===== src/bblur_pkg.sv =====
`timescale 1ns / 1ps
// Shared types, constants and helpers for the 3x3 box blur core.
// No dependencies.
package bblur_pkg;

   localparam int MAX_WIDTH_DEF = 1024;
   localparam logic [10:0] WIDTH_RESET = 11'd640;
   localparam logic [15:0] HEIGHT_RESET = 16'd480;

   // register indexes (paddr[2])
   localparam logic REG_WIDTH  = 1'b0;
   localparam logic REG_HEIGHT = 1'b1;

   localparam int RECIP_SHIFT = 20;

   typedef logic [23:0] pixel_type;
   typedef pixel_type [8:0] window_type;

   typedef struct packed {
      logic       emit;
      logic       last;
      logic [8:0] mask;
      logic [3:0] count;
   } tap_ctl_type;

   // ceil(2^20 / (2*count)); zero for an empty neighborhood gives a zero average
   function automatic logic [19:0] recip(input logic [3:0] count);
      logic [19:0] m;
      case (count)
         4'd1:    m = 20'd524288;
         4'd2:    m = 20'd262144;
         4'd3:    m = 20'd174763;
         4'd4:    m = 20'd131072;
         4'd6:    m = 20'd87382;
         4'd9:    m = 20'd58255;
         default: m = 20'd0;
      endcase
      return m;
   endfunction

endpackage


===== src/bblur_avg.sv =====
`timescale 1ns / 1ps
// Masked 3x3 sums and rounded division by the neighbor count, plus output register.
// Depends on bblur_pkg.
module bblur_avg (
   input  logic                  clock,
   input  logic                  reset,
   input  logic                  en,
   input  bblur_pkg::window_type win,
   input  bblur_pkg::tap_ctl_type ctl,
   output logic                  out_valid,
   output logic [7:0]            out_red,
   output logic [7:0]            out_green,
   output logic [7:0]            out_blue,
   output logic                  out_last
);
   import bblur_pkg::*;

   logic [11:0] sum_r, sum_g, sum_b;
   logic        a_emit_ff, a_last_ff;
   logic [12:0] a_nr_ff, a_ng_ff, a_nb_ff;
   logic [19:0] a_m_ff;
   logic [32:0] pr_r, pr_g, pr_b;
   logic        out_valid_ff, out_last_ff;
   logic [7:0]  out_r_ff, out_g_ff, out_b_ff;

   always_comb begin
      sum_r = '0;
      sum_g = '0;
      sum_b = '0;
      for (int k = 0; k < 9; k++) begin
         if (ctl.mask[k]) begin
            sum_r = sum_r + {4'b0, win[k][23:16]};
            sum_g = sum_g + {4'b0, win[k][15:8]};
            sum_b = sum_b + {4'b0, win[k][7:0]};
         end
      end
   end

   // stage A: numerator 2*sum+count and reciprocal of 2*count
   always_ff @(posedge clock) begin
      if (reset) begin
         a_emit_ff <= 1'b0;
      end else if (en) begin
         a_emit_ff <= ctl.emit;
      end
      if (en) begin
         a_last_ff <= ctl.last;
         a_nr_ff   <= {sum_r, 1'b0} + {9'b0, ctl.count};
         a_ng_ff   <= {sum_g, 1'b0} + {9'b0, ctl.count};
         a_nb_ff   <= {sum_b, 1'b0} + {9'b0, ctl.count};
         a_m_ff    <= recip(ctl.count);
      end
   end

   assign pr_r = {20'b0, a_nr_ff} * {13'b0, a_m_ff};
   assign pr_g = {20'b0, a_ng_ff} * {13'b0, a_m_ff};
   assign pr_b = {20'b0, a_nb_ff} * {13'b0, a_m_ff};

   // stage B: output register
   always_ff @(posedge clock) begin
      if (reset) begin
         out_valid_ff <= 1'b0;
      end else if (en) begin
         out_valid_ff <= a_emit_ff;
      end
      if (en) begin
         out_last_ff <= a_last_ff;
         out_r_ff    <= pr_r[RECIP_SHIFT+7:RECIP_SHIFT];
         out_g_ff    <= pr_g[RECIP_SHIFT+7:RECIP_SHIFT];
         out_b_ff    <= pr_b[RECIP_SHIFT+7:RECIP_SHIFT];
      end
   end

   assign out_valid = out_valid_ff;
   assign out_red   = out_r_ff;
   assign out_green = out_g_ff;
   assign out_blue  = out_b_ff;
   assign out_last  = out_last_ff;
endmodule

===== config.mk =====
export PLATFORM = sky130hd
export DESIGN_NAME = bblur_avg
export DESIGN_NICKNAME = d
export VERILOG_FILES = /design/src/bblur_pkg.sv /design/src/bblur_avg.sv
export SDC_FILE = /design/constraint.sdc
export NUM_CORES = 2
export LEC_CHECK = 0
export ABC_AREA = 1
export BUFFER_PORTS_ARGS = -buffer_cell sky130_fd_sc_hd__buf_4
export CAP_MARGIN = 15
export CORE_MARGIN = 2
export CORE_UTILIZATION = 32
export DETAILED_ROUTE_END_ITERATION = 6
export SLEW_MARGIN = 15
export SYNTH_ARGS = -nofsm -noshare
export SYNTH_HDL_FRONTEND = slang
export SYNTH_SLANG_ARGS = --single-unit

===== constraint.sdc =====
create_clock -name clock -period 10.6 [get_ports clock]
set_input_delay 0 -clock clock [delete_from_list [all_inputs] [get_ports clock]]
set_output_delay 0 -clock clock [all_outputs]
set_load 0.02 [all_outputs]

==> summary.txt <==
DRT antenna net count: 0
antenna violations before repair: 25
wire length per cell: 16.1 µm
r2r worst-path depth: 20
clock sink count: 73
critical path endpoint category: flip-flop
Synth Area in Compound Gates: 7.38%
GRT overflow: 0
buffers added on ports: 259
WHS Path Cells: 2
CP required: 10.75 ns
Max Root-Sink Buffers: 2
critical path data arrival time: 8.94 ns
Seq/Total Area, Yosys: 6.89%
Initial Utilization: 32.2%
worst hold path type: input port to flip-flop
clock root buffer: clkbuf_16
Slew @ Worst Pin: 1.09 ns
num rows: 115
Critical Path Most Common Cell: inv_1
setup TNS: 0 ns
Synth Area in Simple Gates: 22.3%
share of post-route cells with drive strength above 1: 9.00%
Top FF cell, synth: edfxtp_1
Area contributors post-synth: fa_1, ha_1, inv_1
top-count cell post-synth: inv_1
Syn Nets: 5412
DRT Wirelength: 93600 µm
Core ar.: 98000 µm²
Placer Congestion: 0.956
Synth-to-Final Area Change: 11.4%
placed insts: 5798
Synth async-reset ratio: 0%
syn avg cell area: 7.27 µm²
Crit-path slowest cell: fa_1
full die area: 101000 µm²
I/O pin total: 260
largest family of logic cells by synthesized area: adder cells
Num CTS Buffers: 9
unrepaired setup endpoints after global routing: false
Final Util: 35.9%
CTS tree: yes
vias in the first global route: 27393
Pre-antenna DRT Iters: 5
DRT iter0 DRCs: 1335
post-cts repair resize count: 0
Tmin final: 8.80 ns
Worst Path Max Fanout: 26
drt drc: 0
post-DR vias/cell: 4.56
HPWL after detailed placement: 83100 µm
Non-Filler Instances: 5827
CP peak stage delay: 0.45 ns
final setup violation count: 0
Synth Instances: 4338
Worst Setup Path Type: input port to flip-flop
synthesized area: 31500 µm²
max-slew violations: 0
number of enable flip-flop cells after synthesis: 71
# Post-CTS Setup Buffers: 0
H-tree depth: 3
clk_lat worst skew: 0.40 ns
Global Route Usage Sum: 18.8%
Post-synth top cells: inv_1, nand2_1, fa_1, ha_1, nand3_1
mux share of post-synthesis cell area: 0%
run status: complete, no violations
Vias: 26600
Rel. slew slack: 27.3%
Yosys top cell by area: fa_1
largest net degree at the start of global routing: 75
Worst Skew: 0.0134 ns
Die Wd: 318 µm
Die Height: 318 µm
Max Fclk: 0.114 GHz
first-pass GRT wire length: 149000 µm
# nets final: 5600
top cell type's share of synthesized area: 30.3%
XOR/XNOR Fraction of Synth Area: 3.96%
maxcap violations: 0
library cells used by synthesis: 53
startpoint types: input port
Ys Warns: 0
Adder-Cell Fraction of Synth Area: 44.7%
Seq cells post-synth: 73
clk slew on worst S/H paths: 0.06 ns
crit share post-route: 83.0%
final count of hold timing violations: 0
-- sequential cells by signal, summed over array words and instances (netlist names) --
name,flops
out_valid,1
out_green,8
a_last_ff,1
a_ng_ff,12
a_m_ff,8
a_nb_ff,12
out_red,8
out_last,1
a_nr_ff,13
out_blue,8
a_emit_ff,1
-- placed cells by master, fill, tap and decap left out, drive strengths merged, types with 2 or more instances in the layout --
master          n
a211oi          8
a21boi          3
a21o           10
a21oi         186
a31oi          21
and2           30
buf           272
clkbuf          9
clkinv          7
clkinvlp        3
dfxtp           2
diode           9
dlygate4sd3     4
edfxtp         71
fa            477
ha            363
inv          1133
nand2        1049
nand3         252
nand3b         21
nand4          42
nor2          179
nor3           13
nor4            3
o211ai          6
o21a            8
o21ai         161
o21bai          6
o221ai          2
o22ai           2
o311ai          3
o31ai           3
o41ai           2
or2            34
xnor2          45
xor2           96
-- metrics by stage --
step / cell area (µm²) / hold WS, ns / setup slack [ns]
floorplan: 31500 / 0.0691 / 2.13
global placement: 34800 / 0.168 / 1.53
detailed placement: 34800 / 0.167 / 1.46
CTS: 35100 / 0.0323 / 1.84
global route: 35100 / 0.0742 / 0.706
finish: 35100 / 0.0598 / 1.80
-- logic make-up (layout without fill, tap and decap cells) --
| family | Yosys count | in the layout |
|---|---|---|
| buffers and inverters | 1236 | 1429 |
| adder cells (fa/ha/maj) | 840 | 840 |
| flip-flops | 73 | 73 |
| XOR/XNOR | 141 | 141 |
| AO/OA/AOI/OAI | 424 | 424 |
| other | 0 | 9 |
| AND/OR/NAND/NOR | 1624 | 1624 |
-- timing repair --
item / CTS / global route
hold endpoints to repair: 5 / 0
hold buffers: 4 / 0
setup endpoints to repair: 0 / 0
-- metal layers --
metal / global-route usage (%) / routed length (µm)
met1: 23.0 / 39000
met2: 33.1 / 45200
met3: 4.81 / 7280
met4: 4.34 / 1870
met5: 0 / 209
-- worst max-delay path, delay by kind of cell --
kind	cells	cell delay (ns)
AOI/OAI and AO/OA	8	1.54
buffers and inverters	14	1.10
and+or+nand+nor	26	2.88
adders and majority gates	9	2.78
xor gates and xnor gates	4	0.65
-- final timing paths --
check	from	endpoint	slack [ns]
worst max-delay path	ctl[4]	a_nb_ff[11]	1.80
worst min-delay path	ctl[1]	a_m_ff[19]	0.06
worst max register to register	a_m_ff[16]	out_green[7]	4.21
worst min register to register	a_last_ff	out_last	0.42
-- final cells by class --
class                      count  area, µm²
timing repair buffer         276       2080
fill                       10334      62800
multi-input combinational   3029      24700
clock inverter                 7       70.1
sequential                    73       2170
clock buffer                   9        225
tap                         1287       1610
inverter                    1137       4270
antenna                        9       22.5
Power is not shown: default switching activity piles up to over one toggle a cycle in this logic, so the estimate is an artifact.
